## src/rtl/bls_pkg.sv

```systemverilog
// bls_pkg: shared types and constants for the bounded list store
// action and status codes, cell command type, controller state type
// no dependencies
`timescale 1ns / 1ps

package bls_pkg;

  localparam int DEF_CAPACITY  = 64;
  localparam int DEF_WORD_BITS = 32;
  localparam int MAX_WORD_BITS = 64;

  localparam int ACTION_BITS = 4;
  localparam int INDEX_BITS  = 8;
  localparam int ELEM_BITS   = 32;
  localparam int CFG_BITS    = 7;
  localparam int FILL_BITS   = 7;

  localparam logic [CFG_BITS-1:0] CFG_RESET = 7'd64;

  // request selector codes
  typedef enum logic [ACTION_BITS-1:0] {
    ACT_SET        = 4'd0,
    ACT_PUSH       = 4'd1,
    ACT_POP        = 4'd2,
    ACT_REM_ORD    = 4'd3,
    ACT_REM_UNORD  = 4'd4,
    ACT_GET        = 4'd5,
    ACT_CLEAR      = 4'd6,
    ACT_ITER_RESET = 4'd7,
    ACT_NEXT       = 4'd8
  } act_t;

  // result status codes
  typedef enum logic [1:0] {
    ST_OK    = 2'd0,
    ST_RANGE = 2'd1,
    ST_FULL  = 2'd2,
    ST_END   = 2'd3
  } status_t;

  // command broadcast to every cell of the row
  typedef enum logic [2:0] {
    C_HOLD,
    C_WRITE,
    C_SHIFT,
    C_MOVE,
    C_ZERO_LAST,
    C_CLEAR
  } cell_op_t;

  typedef struct packed {
    cell_op_t op;
    logic     capture;
  } cell_ctrl_t;

  // controller states
  typedef enum logic {
    S_IDLE,
    S_APPLY
  } state_t;

endpackage

```

## src/rtl/bls_cell.sv

```systemverilog
// bls_cell: one entry of the list, with a read tap and a link to its right neighbor
// depends on bls_pkg
`timescale 1ns / 1ps

module bls_cell
  import bls_pkg::*;
#(
  parameter int POS       = 0,
  parameter int IDX_BITS  = 6,
  parameter int WORD_BITS = DEF_WORD_BITS
) (
  input  logic                 clk,
  input  logic                 rst,
  input  cell_ctrl_t           ctrl,
  input  logic [IDX_BITS-1:0]  wr_addr,
  input  logic [IDX_BITS-1:0]  last_addr,
  input  logic [IDX_BITS-1:0]  rd_addr,
  input  logic [WORD_BITS-1:0] wr_word,
  input  logic [WORD_BITS-1:0] right_data,
  output logic [WORD_BITS-1:0] data,
  output logic [WORD_BITS-1:0] tap
);

  localparam logic [IDX_BITS-1:0] MY_POS = IDX_BITS'(POS);

  logic                 is_wr;
  logic                 is_last;
  logic                 in_tail;
  logic [WORD_BITS-1:0] data_next;

  assign is_wr   = (wr_addr == MY_POS);
  assign is_last = (last_addr == MY_POS);
  assign in_tail = (MY_POS >= wr_addr) && (MY_POS < last_addr);

  // local decision on the broadcast command
  always_comb begin
    data_next = data;
    unique case (ctrl.op)
      C_HOLD: data_next = data;
      C_WRITE: begin
        if (is_wr) data_next = wr_word;
      end
      C_SHIFT: begin
        if (is_last) data_next = '0;
        else if (in_tail) data_next = right_data;
      end
      C_MOVE: begin
        if (is_last) data_next = '0;
        else if (is_wr) data_next = wr_word;
      end
      C_ZERO_LAST: begin
        if (is_last) data_next = '0;
      end
      C_CLEAR: data_next = '0;
      default: data_next = data;
    endcase
  end

  // entry register
  always_ff @(posedge clk) begin
    if (rst) begin
      data <= '0;
    end else begin
      data <= data_next;
    end
  end

  // read tap, zero unless this cell is addressed
  always_ff @(posedge clk) begin
    if (ctrl.capture) begin
      tap <= (rd_addr == MY_POS) ? data : '0;
    end
  end

endmodule

```

## config.mk

```make
export PLATFORM = sky130hd
export DESIGN_NAME = bls_cell
export DESIGN_NICKNAME = d
export VERILOG_FILES = /design/src/rtl/bls_pkg.sv /design/src/rtl/bls_cell.sv
export SDC_FILE = /design/constraint.sdc
export NUM_CORES = 1
export LEC_CHECK = 0
export BUFFER_PORTS_ARGS = -buffer_cell sky130_fd_sc_hd__buf_4
export CAP_MARGIN = 15
export CORE_MARGIN = 4
export CORE_UTILIZATION = 44
export DETAILED_ROUTE_END_ITERATION = 7
export MAX_ROUTING_LAYER = met4
export PLACE_DENSITY = 0.8
export SKIP_LAST_GASP = 1
export SYNTH_ARGS = -nofsm -noshare
export SYNTH_HDL_FRONTEND = slang
export SYNTH_SLANG_ARGS = --single-unit
```

## constraint.sdc

```tcl
create_clock -name clk -period 1.3 [get_ports clk]
set_clock_uncertainty 0.05 [all_clocks]
set_input_delay 0.065 -clock clk [delete_from_list [all_inputs] [get_ports clk]]
set_output_delay 0.065 -clock clk [all_outputs]
set_load 0.01 [all_outputs]
```

After elaboration in Yosys (flattened, before gate mapping) --
Cells that the tools add are included.
Word-level totals: output and inout port bits 64, memory bits (read-only) 0, latch bits 0, memory bits (writable) 0, register bits after elaboration 64, memories kept 0, word-level logic and storage cells 23
Cells by class: divide/modulo/power cells 0, shifts and indexed selects 0, reductions and logical operators 6, $add $sub $neg 0, multiplexer cells 6, bitwise logic cells 0, equality and inequality tests 7, magnitude comparators 2, $mul 0
Operators by type and width (count):
- $mux W32 | 5
- $pmux W32 S5 | 1
- $logic_not A6 Y1 | 3
- $eq A3 B2 Y1 const B | 2
- $eq A3 B3 Y1 const B | 2
- $ge A1 B6 Y1 const A | 1
- $lt A1 B6 Y1 const A | 1
- $reduce_bool A5 Y1 | 1
- $eq A3 B1 Y1 const B | 1
- $ne A3 B3 Y1 const B | 1
- $reduce_and A3 Y1 | 1
- $ne A2 B2 Y1 const B | 1
- $logic_and A1 B1 Y1 | 1

Longest topological paths before layout --
Gate-level depths: netlist of run 1.
depth after elaboration 5, gate-level depth with buffers 7, mapped depth without buffers 4

Worst setup path after synthesis of run 1 --
No wires, ideal clock.
path type input -> register, start point in last_addr[0], end point reg data[0], slack -0.138 ns, setup time 0.127 ns, stages 6, arrival 1.262 ns, cells stage by stage or4_4 -> buf_6 -> o211ai_2 -> o21a_2 -> buf_6 -> a31oi_1
On the way: word-level cells in the longest chain between the ends 4, elaborated cells between the ends (all ways) 9, classes of those cells order compare (1); eq/ne (2); mux (3); reduce/logical (3)
Ends and longest elaborated chain:
- start, declared | RTL line bls_cell.sv:16 | input logic [IDX_BITS-1:0] last_addr,
- $lt A1 B6 Y1 | RTL line bls_cell.sv:33 | assign in_tail = (MY_POS >= wr_addr) && (MY_POS < last_addr);
- $logic_and A1 B1 Y1 | RTL line bls_cell.sv:33
- $ne A3 B3 Y1 (no source line)
- $reduce_and A3 Y1 (no source line)
- end signal, assigned | RTL line bls_cell.sv:64 | data <= data_next;
- end, declared | RTL line bls_cell.sv:20 | output logic [WORD_BITS-1:0] data,
Several ways; a longest one is shown, not always the timed one. A chain may end at the register's enable or synchronous reset.

Worst setup path after layout of run 1 --
start point in rd_addr[3], end point reg tap[31], data pin
On the way: word-level cells in the longest chain between the ends 1
Ends and longest elaborated chain:
- start, declared | RTL line bls_cell.sv:17 | input logic [IDX_BITS-1:0] rd_addr,
- $logic_not A6 Y1 | RTL line bls_cell.sv:71 | tap <= (rd_addr == MY_POS) ? data : '0;
- end signal, assigned | RTL line bls_cell.sv:71
- end, declared | RTL line bls_cell.sv:21 | output logic [WORD_BITS-1:0] tap
Every way passes these cells.

==> results.sh, run 1 <==
export IMPL_die_w_um=101.4
export IMPL_synth_edff_count=32
export IMPL_dp_cells=663
export IMPL_synth_nets=522
export IMPL_diodes=0
export IMPL_overflow=0
export IMPL_drv_slew=0
export IMPL_syn_area_mm2=0.003841
export IMPL_drc=0
export IMPL_ys_seq_area_frac=0.4169
export IMPL_io_pins=152
export IMPL_status="complete, but fails checks"
export IMPL_netSwitchingFraction=0.2722
export IMPL_cts_buffers_inserted=9
export IMPL_globalplace_congestion=0.9213
export IMPL_seq_power_share=0.416
export IMPL_grt_pass1_vias=4453
export IMPL_rsz0062_at_grt="yes"
export IMPL_rows=33
export IMPL_yosys_cell_count_top_type="clkbuf_1"
export IMPL_cp_arrival_ps=1480
export IMPL_synth_common_cells="clkbuf_1, inv_1, nand2_1"
export IMPL_power_density_mw_per_mm2=950.2
export IMPL_ant_nets=0
export IMPL_hold_viol=0
export IMPL_hp_start="wr_word[20]"
export IMPL_grt_pass1_wl_um=22180
export IMPL_synth_cell_types=28
export IMPL_start_util=0.4605
export IMPL_grt_max_degree=41
export IMPL_ir_drop_mv=0.4506
export IMPL_fin_total_pwr_uw=5526
export IMPL_startpoint_type="input port"
export IMPL_synth_seq_cells=64
export IMPL_switchingPower_uw=1504
export IMPL_port_buffers=151
export IMPL_die_area_mm2=0.01029
export IMPL_dp_hpwl_um=9382
export IMPL_power_frac_comb=0.234
export IMPL_first_pass_iters=5
export IMPL_h_tree_depth=3
export IMPL_rr_endpoint="tap[31]$_SDFFCE_PP0P_"
export IMPL_synth_largest_area_cell="edfxtp_1"
export IMPL_nets=689
export IMPL_finalSetupViolations=1
export IMPL_hold_path_class="in2reg"
export IMPL_clock_latency_ps=330
export IMPL_fin_crit_ps=1319
export IMPL_layout_cells_non_filler=711
export IMPL_cts_sinks=64
export IMPL_crit_path_end_kind="register"
export IMPL_p_leak_uw=0.002400
export IMPL_yosysTopAreaCellShare=0.2502
export IMPL_cp_max_fo=32
export IMPL_r2r_start="data[31]$_SDFFE_PP0P_"
export IMPL_vias=4630
export IMPL_core_area_mm2=0.008341
export IMPL_holdPathStages=4
export IMPL_final_layout_size_suffix_gt1_frac=0.3531
export IMPL_cts_buffer_depth=2
export IMPL_dieHeight_um=101.4
export IMPL_yosysWarnings=0
export IMPL_reg2reg_depth=3
export IMPL_syn_area_per_cell_um2=8.851
export IMPL_internal_power_uw=4022
export IMPL_wl_per_cell_um=20.11
export IMPL_maxSlewHeadroom=0.7074
export IMPL_async_flop_share=0
export IMPL_pre_cts_slack_ps=-312.6
export IMPL_area_delta_synth_final_pct=51.40
export IMPL_final_util=0.6973
export IMPL_finalCritPeriodShare=1.014
export IMPL_cp_required_ps=1460
export IMPL_wl_um=14300
export IMPL_vias_per_cell=6.512
export IMPL_post_route_worst_setup_slack_ps=-18.60
export IMPL_clk_pin_slew_worst_paths_ps=70
export IMPL_tightest_slew_ps=434.9
export IMPL_r2r_slack_ps=30
export IMPL_syn_inst=434
export IMPL_cts_tree="yes"
export IMPL_hold_end="data[20]$_SDFFE_PP0P_"
export IMPL_synthFlopType="edfxtp_1"
export IMPL_drt_initial_drc_count=634
export IMPL_max_clock_freq_mhz=758.4
export IMPL_critPathKind="in2reg"
export IMPL_clock_power_share=0.349
export IMPL_drv_cap=0
export IMPL_grtUsageTotal=0.2791
export IMPL_cts_root_buf="clkbuf_8"
export IMPL_synth_area_leaders="edfxtp_1, dfxtp_1, o2111ai_1"
export IMPL_violations="setup timing"
export IMPL_antenna_found_initial=0
[power by group through the flow]
stage	Combinational, uW	Sequential, uW	Clock [uW]
floorplan	511	2380	0
global placement	1140	2340	0
detailed placement	1160	2340	0
CTS	1250	2300	1940
global route	1380	2310	2030
finish	1290	2300	1930
[worst max-delay path by stage]
stage	from	endpoint	slack [ps]	cells after the start
final	rd_addr[3]	tap[31]$_SDFFCE_PP0P_	-20	5
after global routing	last_addr[2]	data[13]$_SDFFE_PP0P_	-9	6
after CTS	last_addr[0]	data[24]$_SDFFE_PP0P_	30	6
after detailed placement	rd_addr[3]	tap[31]$_SDFFCE_PP0P_	-310	5
after global placement	rd_addr[3]	tap[31]$_SDFFCE_PP0P_	-300	5
after floorplan	last_addr[0]	data[0]$_SDFFE_PP0P_	-120	6
[cell usage in the layout (no fill, tap or decap), types with 2 or more instances in the layout]
cell type	Yosys	final
buf_4	1	174
inv_1	34	34
nand2_1	34	34
and3_1	33	33
nor4_1	33	32
a21oi_1	33	32
o22ai_1	32	32
a31oi_1	32	32
dfxtp_1	32	32
dlygate4sd3_1	0	32
edfxtp_1	32	32
o311ai_1	32	30
o2111ai_1	32	28
clkbuf_8	0	11
buf_12	0	11
o2111ai_2	0	3
nor4_4	0	2
nand2b_1	2	2
o311ai_2	0	2
bufinv_16	0	2
clkinv_1	0	2
[metal layers]
layer	wire length, um	up-vias	track usage
met1	5452	2111	0.3548
met2	6687	398	0.4321
met5	0	-	-
met4	579	0	0.1370
li1	-	2056	-
met3	1576	65	0.04408
[area by class of cell]
type,count,area (um^2)
clock buffers,12,155.1
clock inverters,4,67.56
repair buffers,218,1858
flip-flops and latches,64,1602
multi-input cells,274,1874
inverters,34,127.6
well taps,105,131.4
fillers,616,2525
[metrics by stage]
step	hold WS (ps)	TNS (ps)	area [um^2]
after CTS	119.8	0	5749
after floorplan	127.5	-3597	3847
final	128.5	-18.60	5816
after global placement	293.8	-9907	5206
after detailed placement	295.7	-11850	5206
after global routing	144.0	-10.39	5816
[critical path: stages]
cell and delay (ps):
buf_4 100, or4_1 570, buf_12 200, nor4_1 350, buf_4 180
[flip-flops by register name, summed over array words and instances, names as in the netlist]
name	count
tap	32
data	32
[kinds of logic (layout without fill, tap and decap cells)]
logic type / count (synthesis) / after routing / share of synthesized area
buffers and inverters: 96 / 268 / 0.1176
and+or+nand+nor: 109 / 109 / 0.1573
AOI/OAI and AO/OA: 165 / 165 / 0.3081
DFF: 64 / 64 / 0.4169
[timing repair]
action / 4_1_cts / 5_1_grt
setup buffers: 0 / 0
hold buffers: 32 / 0
endpoints found under the setup margin: 0 / 8
endpoints found under the hold margin: 32 / 0
resized for setup: 0 / 9
Power figures use the tool's default switching activity.
==> run 2, diff against run 1 <==
Settings changed: SETUP_SLACK_MARGIN set to 0.1.
==> run 2 against run 1 <==
The flow now finishes without violations. Sequential cell count unchanged. Clock power down 5%. Final area up 3.9%.
==> results.sh, run 2 (same netlist as run 1, synthesis figures left out) <==
export IMPL_globalplace_congestion=0.9317
export IMPL_cts_buffer_depth=2
export IMPL_biggestRegsByFlops="data x32, tap x32"
export IMPL_area_delta_synth_final_pct=57.36
export IMPL_crit_start="last_addr[0]"
export IMPL_final_common_cell="buf_4"
export IMPL_r2r_start="data[17]$_SDFFE_PP0P_"
export IMPL_cts_root_buf="clkbuf_8"
export IMPL_max_clock_freq_mhz=792.5
export IMPL_finalCritPeriodShare=0.9706
export IMPL_cp_max_fo=20
export IMPL_cts_buffers_inserted=9
export IMPL_tightest_slew_ps=510.0
export IMPL_grt_pass1_wl_um=22450
export IMPL_design_area_mm2=0.006045
export IMPL_fin_crit_ps=1262
export IMPL_status="finished clean"
export IMPL_seqCellArea_mm2=0.001602
export IMPL_crit_path_end_kind="register"
export IMPL_final_util=0.7247
export IMPL_dp_hpwl_um=9440
export IMPL_drv_slew=0
export IMPL_worst_hold_slack_ps=115.8
export IMPL_drv_cap=0
export IMPL_grt_pass1_vias=4506
export IMPL_maxSlewHeadroom=0.6587
export IMPL_startpoint_type="input port"
export IMPL_wl_per_cell_um=21.41
export IMPL_die_area_mm2=0.01029
export IMPL_h_tree_depth=3
export IMPL_vias_per_cell=6.604
export IMPL_hold_viol=0
export IMPL_nets=692
export IMPL_critPathKind="in2reg"
export IMPL_cts_setup_buffers=0
export IMPL_die_w_um=101.4
export IMPL_multi_input_area_mm2=0.001984
export IMPL_final_layout_size_suffix_gt1_frac=0.3793
export IMPL_hold_path_class="in2reg"
export IMPL_first_pass_iters=5
export IMPL_port_buffers=151
export IMPL_clk_pin_slew_worst_paths_ps=80
export IMPL_io_pins=152
export IMPL_cp_arrival_ps=1490
export IMPL_grtUsageTotal=0.2840
export IMPL_fill_cells=597
export IMPL_p_leak_uw=0.002475
export IMPL_clock_latency_ps=350
export IMPL_drt_initial_drc_count=634
export IMPL_drc=0
export IMPL_power_density_mw_per_mm2=914.4
export IMPL_vias=4722
export IMPL_hp_start="wr_word[8]"
export IMPL_cp_required_ps=1530
export IMPL_cts_sinks=64
export IMPL_wl_um=15310
export IMPL_core_area_mm2=0.008341
export IMPL_start_util=0.4605
export IMPL_rsz0062_at_grt="yes"
export IMPL_ir_drop_mv=0.6231
export IMPL_ant_nets=0
export IMPL_dieHeight_um=101.4
export IMPL_rows=33
export IMPL_final_cell_mix="buf_4, inv_1, nand2_1"
export IMPL_antenna_found_initial=0
export IMPL_finalSetupViolations=0
export IMPL_overflow=0
export IMPL_cts_tree="yes"
export IMPL_placed_area_mm2=0.005216
export IMPL_grt_max_degree=35
==> run 2: stage by stage <==
stage               instances  power, uW  worst slack (ps)  TNS (ps)
floorplan                 434       2892            -116.9     -3597
global placement          661       3490            -242.3     -9540
detailed placement        661       3517            -341.9    -13140
CTS                       709       5378             72.72         0
global route              714       5709             13.44         0
finish                    715       5527             38.25         0
==> run 2: worst paths after layout <==
kind                            to  slack (ps)  cells past startpoint
max           data[7]$_SDFFE_PP0P_          40                      6
min           data[8]$_SDFFE_PP0P_         120                      4
max reg2reg  tap[17]$_SDFFCE_PP0P_         200                      2
min reg2reg  data[26]$_SDFFE_PP0P_         580                      2
==> run 2: final cells by class <==
cell class,instances,share of cell area
antenna,1,0.0004140
clock buffer,11,0.02505
clock inverter,5,0.009108
inverter,34,0.02111
multi-input combinational,274,0.3283
sequential,64,0.2650
tap,105,0.02173
timing repair buffer,221,0.3293
==> run 2: timing repair <==
action	CTS	global route
pin swaps	0	7
hold buffers	32	0
gates cloned	0	5
endpoints found under the hold margin	32	0
gates resized for setup	1	26
endpoints found under the setup margin	32	33
==> run 2: per-layer routing <==
metal	GRT usage	up-vias	part of all wire
met2	0.4351	422	0.46
li1	-	2064	-
met5	-	-	0
met4	0.1186	0	0.031
met1	0.3650	2176	0.37
met3	0.05854	60	0.13
==> run 2: where the power goes <==
part	switching (uW)	leakage, uW	internal (uW)
clock	844	0.000101	984
sequential	78.8	0.000597	2220
combinational	716	0.00178	685
==> run 2: worst max-delay path: stages <==
cell and delay, ps:
buf_6 90, or4_4 570, buf_12 190, o2111ai_1 220
o311ai_1 180, a31oi_4 160
